### config.mk
export PLATFORM = sky130hd
export DESIGN_NAME = round_robin_device_picker_top
export DESIGN_NICKNAME = d
export VERILOG_FILES = /design/src/rtl/rrdp_pkg.sv /design/src/rtl/rrdp_ram.sv /design/src/rtl/rrdp_ctrl.sv /design/src/rtl/rrdp_datapath.sv /design/src/rtl/round_robin_device_picker_top.sv
export SDC_FILE = /design/constraint.sdc
export NUM_CORES = 2
export LEC_CHECK = 0
export BUFFER_PORTS_ARGS = -buffer_cell sky130_fd_sc_hd__buf_2
export CAP_MARGIN = 20
export CORE_MARGIN = 3
export CORE_UTILIZATION = 58
export DETAILED_ROUTE_END_ITERATION = 6
export PLACE_DENSITY = 0.78
export REMOVE_ABC_BUFFERS = 1
export SYNTH_ARGS = -nofsm -noshare
export SYNTH_HDL_FRONTEND = slang
export SYNTH_SLANG_ARGS = --single-unit
### constraint.sdc
create_clock -name clk_i -period 13 [get_ports clk_i]
set_clock_uncertainty 0.05 [all_clocks]
set_input_delay 1.95 -clock clk_i [delete_from_list [all_inputs] [get_ports clk_i]]
set_output_delay 1.95 -clock clk_i [all_outputs]
set_load 0.02 [all_outputs]
### src/rtl/rrdp_pkg.sv
// Shared types and constants of the round-robin device picker.
`timescale 1ns / 1ps
`default_nettype none

package rrdp_pkg;

  // Width of the memory size fields and of the resident byte accumulators.
  localparam int unsigned MEM_BITS = 48;

  // Widths of the request fields.
  localparam int unsigned MODE_W   = 2;
  localparam int unsigned INDEX_W  = 4;
  localparam int unsigned TYPE_W   = 16;
  localparam int unsigned PES_W    = 16;
  localparam int unsigned NUM_W    = 5;
  localparam int unsigned CFG_IDX_W = 1;
  localparam int unsigned CFG_DATA_W = 16;

  // Request kinds carried in the input tuser.
  localparam logic [MODE_W-1:0] MODE_WRITE_DEV = 2'd0;
  localparam logic [MODE_W-1:0] MODE_RESIDENT  = 2'd1;
  localparam logic [MODE_W-1:0] MODE_PICK      = 2'd2;

  // Configuration register indexes.
  localparam logic [CFG_IDX_W-1:0] REG_NUM_DEVICES = 1'd0;
  localparam logic [CFG_IDX_W-1:0] REG_BYPASS      = 1'd1;

  typedef enum logic [1:0] {
    ST_IDLE,
    ST_READ,
    ST_EVAL,
    ST_FINISH
  } state_e;

  // One device record as held in the device table memory.
  typedef struct packed {
    logic [PES_W-1:0]    pes_total;
    logic [PES_W-1:0]    busy_pes;
    logic [MEM_BITS-1:0] free_mem;
    logic [TYPE_W-1:0]   dev_type;
  } dev_rec_t;

  // Commands from the controller to the datapath.
  typedef struct packed {
    logic accept;   // a request is taken this cycle
    logic start;    // a pick request is taken: load the scan
    logic rd_en;    // read the device record at the scan index
    logic eval;     // judge the record that was read
    logic finish;   // load the result register and close the request
  } cmd_t;

  // Status from the datapath to the controller.
  typedef struct packed {
    logic fits;     // the record under judgment can be granted
    logic last;     // the record under judgment is the last to scan
    logic out_free; // the result register can take a new result
  } sts_t;

endpackage

`default_nettype wire

### src/rtl/rrdp_ram.sv
// Generic single-write, single-read RAM with registered read data.
`timescale 1ns / 1ps
`default_nettype none

module rrdp_ram #(
  parameter int unsigned WIDTH = 96,
  parameter int unsigned DEPTH = 16
) (
  input  wire logic                     clk_i,
  input  wire logic                     we_i,
  input  wire logic [$clog2(DEPTH)-1:0] waddr_i,
  input  wire logic [WIDTH-1:0]         wdata_i,
  input  wire logic                     re_i,
  input  wire logic [$clog2(DEPTH)-1:0] raddr_i,
  output logic      [WIDTH-1:0]         rdata_o
);

  logic [WIDTH-1:0] mem_q [DEPTH];
  logic [WIDTH-1:0] rdata_q;

  always_ff @(posedge clk_i) begin
    if (we_i) begin
      mem_q[waddr_i] <= wdata_i;
    end
    if (re_i) begin
      rdata_q <= mem_q[raddr_i];
    end
  end

  assign rdata_o = rdata_q;

endmodule

`default_nettype wire

### src/rtl/rrdp_ctrl.sv
// Controller state machine of the round-robin device picker.
`timescale 1ns / 1ps
`default_nettype none

module rrdp_ctrl (
  input  wire logic                        clk_i,
  input  wire logic                        rst_ni,
  input  wire logic                        in_valid_i,
  input  wire logic [rrdp_pkg::MODE_W-1:0] in_mode_i,
  output logic                             in_ready_o,
  input  wire rrdp_pkg::sts_t              sts_i,
  output rrdp_pkg::cmd_t                   cmd_o
);

  rrdp_pkg::state_e state_q, state_d;

  always_ff @(posedge clk_i or negedge rst_ni) begin
    if (!rst_ni) begin
      state_q <= rrdp_pkg::ST_IDLE;
    end else begin
      state_q <= state_d;
    end
  end

  always_comb begin
    state_d    = state_q;
    cmd_o      = '0;
    in_ready_o = 1'b0;
    unique case (state_q)
      rrdp_pkg::ST_IDLE: begin
        in_ready_o   = 1'b1;
        cmd_o.accept = in_valid_i;
        if (in_valid_i && (in_mode_i == rrdp_pkg::MODE_PICK)) begin
          cmd_o.start = 1'b1;
          state_d     = rrdp_pkg::ST_READ;
        end
      end
      rrdp_pkg::ST_READ: begin
        cmd_o.rd_en = 1'b1;
        state_d     = rrdp_pkg::ST_EVAL;
      end
      rrdp_pkg::ST_EVAL: begin
        cmd_o.eval = 1'b1;
        if (sts_i.fits || sts_i.last) begin
          state_d = rrdp_pkg::ST_FINISH;
        end else begin
          state_d = rrdp_pkg::ST_READ;
        end
      end
      rrdp_pkg::ST_FINISH: begin
        if (sts_i.out_free) begin
          cmd_o.finish = 1'b1;
          state_d      = rrdp_pkg::ST_IDLE;
        end
      end
      default: begin
        state_d = rrdp_pkg::ST_IDLE;
      end
    endcase
  end

endmodule

`default_nettype wire

### src/rtl/rrdp_datapath.sv
// Datapath of the round-robin device picker: tables, scan pointer and result register.
`timescale 1ns / 1ps
`default_nettype none

module rrdp_datapath #(
  parameter int unsigned MAX_DEVICES = 16
) (
  input  wire logic                            clk_i,
  input  wire logic                            rst_ni,
  input  wire rrdp_pkg::cmd_t                  cmd_i,
  output rrdp_pkg::sts_t                       sts_o,
  // Configuration
  input  wire logic                            cfg_we_i,
  input  wire logic [rrdp_pkg::CFG_IDX_W-1:0]  cfg_index_i,
  input  wire logic [rrdp_pkg::CFG_DATA_W-1:0] cfg_data_i,
  // Request fields
  input  wire logic [rrdp_pkg::MODE_W-1:0]     mode_i,
  input  wire logic [rrdp_pkg::INDEX_W-1:0]    dev_index_i,
  input  wire logic [rrdp_pkg::TYPE_W-1:0]     dev_type_i,
  input  wire logic [rrdp_pkg::MEM_BITS-1:0]   dev_free_mem_i,
  input  wire logic [rrdp_pkg::PES_W-1:0]      dev_busy_pes_i,
  input  wire logic [rrdp_pkg::PES_W-1:0]      dev_pes_total_i,
  input  wire logic [rrdp_pkg::MEM_BITS-1:0]   data_size_i,
  input  wire logic [rrdp_pkg::TYPE_W-1:0]     data_devices_i,
  input  wire logic [rrdp_pkg::TYPE_W-1:0]     req_type_i,
  input  wire logic [rrdp_pkg::MEM_BITS-1:0]   req_mem_i,
  // Result
  input  wire logic                            out_ready_i,
  output logic                                 out_valid_o,
  output logic                                 granted_o,
  output logic [rrdp_pkg::INDEX_W-1:0]         device_o
);

  localparam int unsigned IW  = (MAX_DEVICES > 1) ? $clog2(MAX_DEVICES) : 1;
  localparam int unsigned CW  = $clog2(MAX_DEVICES + 1);
  localparam int unsigned RD  = (MAX_DEVICES < 16) ? MAX_DEVICES : 16;
  localparam int unsigned RIW = (RD > 1) ? $clog2(RD) : 1;
  localparam int unsigned MW  = rrdp_pkg::MEM_BITS;

  // Configuration registers.
  logic [rrdp_pkg::NUM_W-1:0]  num_q;
  logic [rrdp_pkg::TYPE_W-1:0] bypass_q;

  // Scan state.
  logic [IW-1:0]               ptr_q, ptr_d;
  logic [IW-1:0]               idx_q;
  logic [CW-1:0]               cnt_q;
  logic                        found_q;
  logic [rrdp_pkg::TYPE_W-1:0] req_type_q;
  logic [MW-1:0]               req_mem_q;

  // Table state.
  logic [MAX_DEVICES-1:0]      valid_q;
  logic [MW-1:0]               res_q [RD];

  // Result register.
  logic                        out_valid_q;
  logic                        granted_q;
  logic [rrdp_pkg::INDEX_W-1:0] device_q;

  logic [CW-1:0]      active_n;
  logic [IW-1:0]      start_idx;
  logic [IW-1:0]      idx_next;
  logic               dev_we;
  logic [IW-1:0]      dev_waddr;
  rrdp_pkg::dev_rec_t wr_rec;
  rrdp_pkg::dev_rec_t rd_data;
  rrdp_pkg::dev_rec_t rec;
  logic [MW-1:0]      res_rd;
  logic [MW:0]        mem_sum;
  logic               type_ok;
  logic               mem_ok;
  logic               pes_ok;

  // Device count in use, clamped to 1..MAX_DEVICES.
  always_comb begin
    if (num_q == '0) begin
      active_n = CW'(1);
    end else if (32'(num_q) > 32'(MAX_DEVICES)) begin
      active_n = CW'(MAX_DEVICES);
    end else begin
      active_n = CW'(num_q);
    end
  end

  assign start_idx = (CW'(ptr_q) < active_n) ? ptr_q : '0;
  assign idx_next  = ((CW'(idx_q) + CW'(1)) < active_n) ? (idx_q + IW'(1)) : '0;

  // Device record writes.
  assign dev_we    = cmd_i.accept && (mode_i == rrdp_pkg::MODE_WRITE_DEV)
                     && (32'(dev_index_i) < 32'(MAX_DEVICES));
  assign dev_waddr = IW'(dev_index_i);

  always_comb begin
    wr_rec.dev_type  = dev_type_i;
    wr_rec.free_mem  = dev_free_mem_i;
    wr_rec.busy_pes  = dev_busy_pes_i;
    wr_rec.pes_total = dev_pes_total_i;
  end

  rrdp_ram #(
    .WIDTH ($bits(rrdp_pkg::dev_rec_t)),
    .DEPTH (MAX_DEVICES)
  ) u_dev_table (
    .clk_i   (clk_i),
    .we_i    (dev_we),
    .waddr_i (dev_waddr),
    .wdata_i (wr_rec),
    .re_i    (cmd_i.rd_en),
    .raddr_i (idx_q),
    .rdata_o (rd_data)
  );

  // A record never written reads as all zeros.
  assign rec    = valid_q[idx_q] ? rd_data : '0;
  assign res_rd = (32'(idx_q) < 32'(RD)) ? res_q[RIW'(idx_q)] : '0;

  // free >= req - resident (saturating at zero) is free + resident >= req.
  assign mem_sum = {1'b0, rec.free_mem} + {1'b0, res_rd};
  assign type_ok = (rec.dev_type & req_type_q) != '0;
  assign mem_ok  = (mem_sum >= {1'b0, req_mem_q}) || ((rec.dev_type & bypass_q) != '0);
  assign pes_ok  = rec.busy_pes <= rec.pes_total;

  assign sts_o.fits     = type_ok && mem_ok && pes_ok;
  assign sts_o.last     = (cnt_q + CW'(1)) == active_n;
  assign sts_o.out_free = !out_valid_q || out_ready_i;

  always_comb begin
    ptr_d = ptr_q;
    if (cmd_i.finish && found_q) begin
      ptr_d = idx_next;
    end
    if (cfg_we_i && (cfg_index_i == rrdp_pkg::REG_NUM_DEVICES)) begin
      ptr_d = '0;
    end
  end

  // Control state.
  always_ff @(posedge clk_i or negedge rst_ni) begin
    if (!rst_ni) begin
      num_q       <= rrdp_pkg::NUM_W'(1);
      bypass_q    <= '0;
      ptr_q       <= '0;
      idx_q       <= '0;
      cnt_q       <= '0;
      found_q     <= 1'b0;
      valid_q     <= '0;
      out_valid_q <= 1'b0;
    end else begin
      ptr_q <= ptr_d;
      if (cfg_we_i) begin
        unique case (cfg_index_i)
          rrdp_pkg::REG_NUM_DEVICES: num_q    <= cfg_data_i[rrdp_pkg::NUM_W-1:0];
          rrdp_pkg::REG_BYPASS:      bypass_q <= cfg_data_i;
          default: ;
        endcase
      end
      if (dev_we) begin
        valid_q[dev_waddr] <= 1'b1;
      end
      if (cmd_i.start) begin
        idx_q   <= start_idx;
        cnt_q   <= '0;
        found_q <= 1'b0;
      end else if (cmd_i.eval) begin
        if (sts_o.fits) begin
          found_q <= 1'b1;
        end else if (!sts_o.last) begin
          idx_q <= idx_next;
          cnt_q <= cnt_q + CW'(1);
        end
      end
      if (cmd_i.finish) begin
        out_valid_q <= 1'b1;
      end else if (out_ready_i) begin
        out_valid_q <= 1'b0;
      end
    end
  end

  // Payload registers: request operands, result and resident accumulators.
  always_ff @(posedge clk_i or negedge rst_ni) begin
    if (!rst_ni) begin
      for (int d = 0; d < RD; d++) begin
        res_q[d] <= '0;
      end
    end else begin
      if (cmd_i.finish) begin
        for (int d = 0; d < RD; d++) begin
          res_q[d] <= '0;
        end
      end else if (cmd_i.accept && (mode_i == rrdp_pkg::MODE_RESIDENT)) begin
        for (int d = 0; d < RD; d++) begin
          if (data_devices_i[d]) begin
            if (({1'b0, res_q[d]} + {1'b0, data_size_i}) > {1'b0, {MW{1'b1}}}) begin
              res_q[d] <= {MW{1'b1}};
            end else begin
              res_q[d] <= res_q[d] + data_size_i;
            end
          end
        end
      end
    end
  end

  always_ff @(posedge clk_i) begin
    if (cmd_i.start) begin
      req_type_q <= req_type_i;
      req_mem_q  <= req_mem_i;
    end
    if (cmd_i.finish) begin
      granted_q <= found_q;
      device_q  <= found_q ? rrdp_pkg::INDEX_W'(idx_q) : '0;
    end
  end

  assign out_valid_o = out_valid_q;
  assign granted_o   = granted_q;
  assign device_o    = device_q;

endmodule

`default_nettype wire

### src/rtl/round_robin_device_picker_top.sv
// Top level of the round-robin device picker.
//
// The block keeps a table of devices and grants scheduling requests to them
// in round-robin order. Requests arrive on the s_axis channel; tuser carries
// the request kind: write a device record, add a resident data item, or pick
// a device. Only a pick request produces a result, which leaves on the
// m_axis channel with the granted flag in tuser and the device index in
// tdata. The two configuration registers (device count and memory bypass
// types) are written through the cfg port; the user must write them only
// while the block is idle, as the block does not enforce it. Record writes
// and resident data items complete in the cycle they are taken, so such
// requests may follow each other every cycle while the block is idle. A pick
// request reads one device record from the table memory and judges it in the
// next cycle, until one fits or the last device in use is judged; the
// registered memory read sets this step. The result sits in an output
// register, so a new request is taken while it still waits for the receiver;
// if that receiver stalls, the next pick request finishes its scan and then
// waits. Reset empties the device table, clears the resident accumulators,
// sets the device count to one and the round-robin pointer to zero.
`timescale 1ns / 1ps
`default_nettype none

module round_robin_device_picker_top #(
  parameter int unsigned MAX_DEVICES = 16
) (
  input  wire logic                            clk_i,
  input  wire logic                            rst_ni,
  // Configuration write port.
  input  wire logic                            cfg_we_i,
  input  wire logic [rrdp_pkg::CFG_IDX_W-1:0]  cfg_index_i,
  input  wire logic [rrdp_pkg::CFG_DATA_W-1:0] cfg_data_i,
  // Request channel.
  input  wire logic                            s_axis_tvalid,
  output logic                                 s_axis_tready,
  // tdata from bit 0: dev_index[3:0], dev_type[19:4], dev_free_mem[67:20],
  // dev_busy_pes[83:68], dev_pes_total[99:84], data_size[147:100],
  // data_devices[163:148], req_type[179:164], req_mem[227:180], zero pad.
  input  wire logic [231:0]                    s_axis_tdata,
  // tuser: mode[1:0].
  input  wire logic [rrdp_pkg::MODE_W-1:0]     s_axis_tuser,
  // Result channel.
  output logic                                 m_axis_tvalid,
  input  wire logic                            m_axis_tready,
  // tdata from bit 0: device[3:0], zero pad.
  output logic [7:0]                           m_axis_tdata,
  // tuser: granted[0].
  output logic                                 m_axis_tuser
);

  rrdp_pkg::cmd_t cmd;
  rrdp_pkg::sts_t sts;
  logic [rrdp_pkg::INDEX_W-1:0] device;

  rrdp_ctrl u_ctrl (
    .clk_i      (clk_i),
    .rst_ni     (rst_ni),
    .in_valid_i (s_axis_tvalid),
    .in_mode_i  (s_axis_tuser),
    .in_ready_o (s_axis_tready),
    .sts_i      (sts),
    .cmd_o      (cmd)
  );

  rrdp_datapath #(
    .MAX_DEVICES (MAX_DEVICES)
  ) u_datapath (
    .clk_i           (clk_i),
    .rst_ni          (rst_ni),
    .cmd_i           (cmd),
    .sts_o           (sts),
    .cfg_we_i        (cfg_we_i),
    .cfg_index_i     (cfg_index_i),
    .cfg_data_i      (cfg_data_i),
    .mode_i          (s_axis_tuser),
    .dev_index_i     (s_axis_tdata[3:0]),
    .dev_type_i      (s_axis_tdata[19:4]),
    .dev_free_mem_i  (s_axis_tdata[67:20]),
    .dev_busy_pes_i  (s_axis_tdata[83:68]),
    .dev_pes_total_i (s_axis_tdata[99:84]),
    .data_size_i     (s_axis_tdata[147:100]),
    .data_devices_i  (s_axis_tdata[163:148]),
    .req_type_i      (s_axis_tdata[179:164]),
    .req_mem_i       (s_axis_tdata[227:180]),
    .out_ready_i     (m_axis_tready),
    .out_valid_o     (m_axis_tvalid),
    .granted_o       (m_axis_tuser),
    .device_o        (device)
  );

  assign m_axis_tdata = {4'd0, device};

endmodule

`default_nettype wire
==> qor.csv <==
stage;metric;value;unit
run_status;status;finished with violations;
run_status;failed_checks;design-rule violations;
worst_setup_path;crit_slowest_cell;nor2_1;
die;start_util;58.4;%
worst_setup_path;cpPeakStageDelay;0.66;ns
cts;cts.path.max_buffers;4;
die;pin_count;267;
sta;relSlewSlack;17.5;%
hold_path;min_path_type;register to register;
job;max-cap-violations;0;
global_route;grt_pass1_vias;112000;
worst_setup_path;regToRegStartpoint;u_datapath.idx_q[0];
layout;nets;13300;
cts;cts-root-buf;clkbuf_16;
die;die_w;507;um
worst_setup_path;crit_top_cell;buf_4;
routing;drtIter0Drc;13500;
cts;post-cts-setup-buffers;0;
layout;final_cell_mix;edfxtp_1 (1701), a21oi_1 (1528), ha_1 (889), dfrtp_1 (817), mux4_2 (724);
die;placeableCoreArea;249000;um^2
cts;hold_buffers;0;
worst_setup_path;reg2regPathDepth;26;
place;io_buffers;258;
routing;dr.pass1.iters;7;
cts;cts.sink_count;2523;
cts;clkLatencyLatePin;0.99;ns
routing;routed_wl;480000;um
synthesis;syn_avg_cell_area;12.0;um^2
cts;cts_made_buffers;289;
place;place_area;150000;um^2
global_route;gr-total-overflow;0;
global_route;grt.total_usage;36.6;%
sta;fin_setup_tns;0;ns
synthesis;synth_area_leaders;edfxtp_1 (35%), dfrtp_1 (14%), mux4_2 (11%);
worst_setup_path;cp-end-kind;register;
synthesis;synthDistinctLibCells;96;
worst_setup_path;cp.arrival;10.82;ns
global_route;antenna_found_initial;55;
worst_setup_path;path_max_fanout;25;
worst_setup_path;cp-startpoint;u_datapath.idx_q[0];
synthesis;postSynth.asyncResetShare;32.6;%
die;die-height;507;um
synthesis;ys_seq_area_share;49.3;%
layout;postLayoutCellArea;159000;um^2
layout;multi_input_area;70300;um^2
die;fp.dieArea;257000;um^2
die;rows;183;
worst_setup_path;reg2reg_to;u_datapath.idx_q[3];
layout;drive_gt1_share;13.8;%
cts;htreeDepth;5;
pwr;peakVddDrop;0.253;mV
sta;fmax;0.0995;GHz
layout;nFillCells;17500;
synthesis;synth_edf_count;1701;
cts;postCtsResizedCells;0;
pwr;p_sw_share;42.0;%
worst_setup_path;reg2reg_setup_slack;2.95;ns
routing;routed_via_density;7.16;
sta;setup_viol;0;
pwr;intPower;23.2;mW
routing;ant_nets;0;
pwr;p_leak;62.9;nW
synthesis;synth-seq-cells;2523;
worst_setup_path;path_class;register to register;
layout;layout_commonest_cell;edfxtp_1;
routing;vias;112000;
pwr;power_frac_comb;51.4;%
synthesis;syn_inst;12100;
synthesis;syn_area;145000;um^2
global_route;grt_pass1_wl;708000;um
synthesis;yosysWarningCount;0;
pwr;pwr-share-clk;20.5;%
pwr;p_sw;16.8;mW
routing;wl_per_cell;30.6;um
layout;register_area;71700;um^2
sta;tightest_slew;1.22;ns
cts;cts_tree;built;
pwr;p_seq_share;28.1;%
pwr;power.density;251;nW/um^2
place;gp_congestion;1.02;
hold_path;hp-start;u_datapath.valid_q[2];
sta;final_max_slew_viol_count;0;
synthesis;synth_top_area_share;35.2;%
global_route;grt_max_degree;175;
routing;drc;5;
sta;grt_setup_unrepaired;no;
synthesis;synth_top_area_cell;edfxtp_1;
worst_setup_path;required;13.76;ns
cts;clkSlewWorstSetupHoldPaths;0.06;ns
place;dp_hpwl;305000;um
layout;syn_to_final_growth;9.54;%
sta;period_needed;10.05;ns
sta;fin_crit_sh;77.3;%
sta;hold_viol_final;0;
worst_setup_path;cp-start-kind;register;
synthesis;synth_flop_cell;edfxtp_1;
worst_setup_path;crit_end;u_datapath.idx_q[3];
-- sequential cells by signal, indices dropped and copies added (netlist names) --
signal / flops
u_datapath.u_dev_table.mem_q: 1536
u_datapath.res_q: 768
u_datapath.u_dev_table.rdata_o: 96
u_datapath.req_mem_q: 48
u_datapath.bypass_q: 16
u_datapath.req_type_q: 16
u_datapath.valid_q: 16
u_datapath.cnt_q: 5
u_datapath.num_q: 5
u_datapath.device_o: 4
u_datapath.idx_q: 4
u_datapath.ptr_q: 4
u_ctrl.state_q: 2
u_datapath.found_q: 1
u_datapath.granted_o: 1
u_datapath.out_valid_o: 1
-- layout make-up --
class	count	share of cell area (%)
multi-input cells	8665	44.2
clock buffers	378	4.93
clock inverters	124	0.840
well taps	3330	2.62
flip-flops and latches	2523	45.0
inverters	249	0.588
diodes	26	0.0409
repair buffers	415	1.76
-- how the worst min path moves through the flow --
stage                                        end  slack (ns)  cells after the start
final                      u_datapath.valid_q[2]        0.43                      1
after CTS                  u_datapath.valid_q[2]        0.42                      1
after global routing       u_datapath.valid_q[8]        0.43                      1
after floorplan           u_datapath.valid_q[10]        0.38                      1
after global placement    u_datapath.valid_q[14]        0.39                      1
after detailed placement   u_datapath.valid_q[9]        0.40                      1
-- routing by layer --
layer	vias to the layer above	global-route usage, %	wire [um]
li1	47400	-	-
met1	55800	44.2	166000
met2	7512	62.3	236000
met3	1694	6.56	46100
met4	42	20.3	31100
met5	-	0	289
-- power groups by stage --
stage	sequential (mW)	clock [mW]	combinational [mW]
after floorplan	11.3	0	16.3
after global placement	11.2	0	19.0
after detailed placement	11.3	0	19.6
after CTS	11.2	8.27	20.0
after global routing	11.3	8.53	22.0
final	11.2	8.21	20.6
-- per-stage QoR --
stage / total power [mW] / hold slack (ns) / setup WS [ns] / utilization [%] / instances
3_5_place_dp: 30.9 / 0.404 / 3.59 / 60.2 / 15200
5_1_grt: 41.9 / 0.435 / 2.49 / 63.9 / 15700
3_3_place_gp: 30.2 / 0.395 / 3.62 / 60.2 / 15200
6_report: 40.0 / 0.427 / 2.95 / 63.9 / 15700
4_1_cts: 39.5 / 0.419 / 3.18 / 63.9 / 15700
2_1_floorplan: 27.6 / 0.384 / -16.33 / - / 11400
-- critical path: cells and delay by family (launching register included) --
kind,cells,cell delay [ns]
buffers and inverters,3,1.04
adders and majority gates,2,0.84
and+or+nand+nor,7,2.80
DFF,1,0.58
AOI/OAI and AO/OA,10,2.81
muxes,3,1.54
xor gates and xnor gates,1,0.15
-- cells in the mapped netlist, types with 23 or more instances --
library cell	count
a21o_1	529
a31oi_1	578
nand2b_1	83
nand4_1	148
or3_1	46
or2_2	31
mux2_2	23
and3_1	76
o211ai_1	57
nand3_1	337
inv_1	248
a41oi_1	24
xor2_1	316
nor3_1	103
nor2b_1	79
o31ai_1	44
nand2_1	697
nor2_1	416
xnor2_1	444
a21boi_0	30
a221oi_1	28
clkbuf_1	585
o21a_1	100
a211oi_1	83
a31o_2	29
dfrtp_1	821
buf_1	57
buf_2	24
edfxtp_1	1701
and2_1	109
o21bai_1	128
a21oi_1	1529
ha_1	889
o21ai_0	621
mux4_2	725
-- logic make-up after synthesis --
family,count (synthesis),synth area share (%)
compound gates,4036,17.0
flops,2523,49.3
simple gates,2204,7.28
buf+inv,926,2.45
fa+ha+maj,906,7.89
xor+xnor,760,4.58
mux,755,11.5
other cells,1,0.00258
Note: power is estimated with default switching activity, not from simulation.
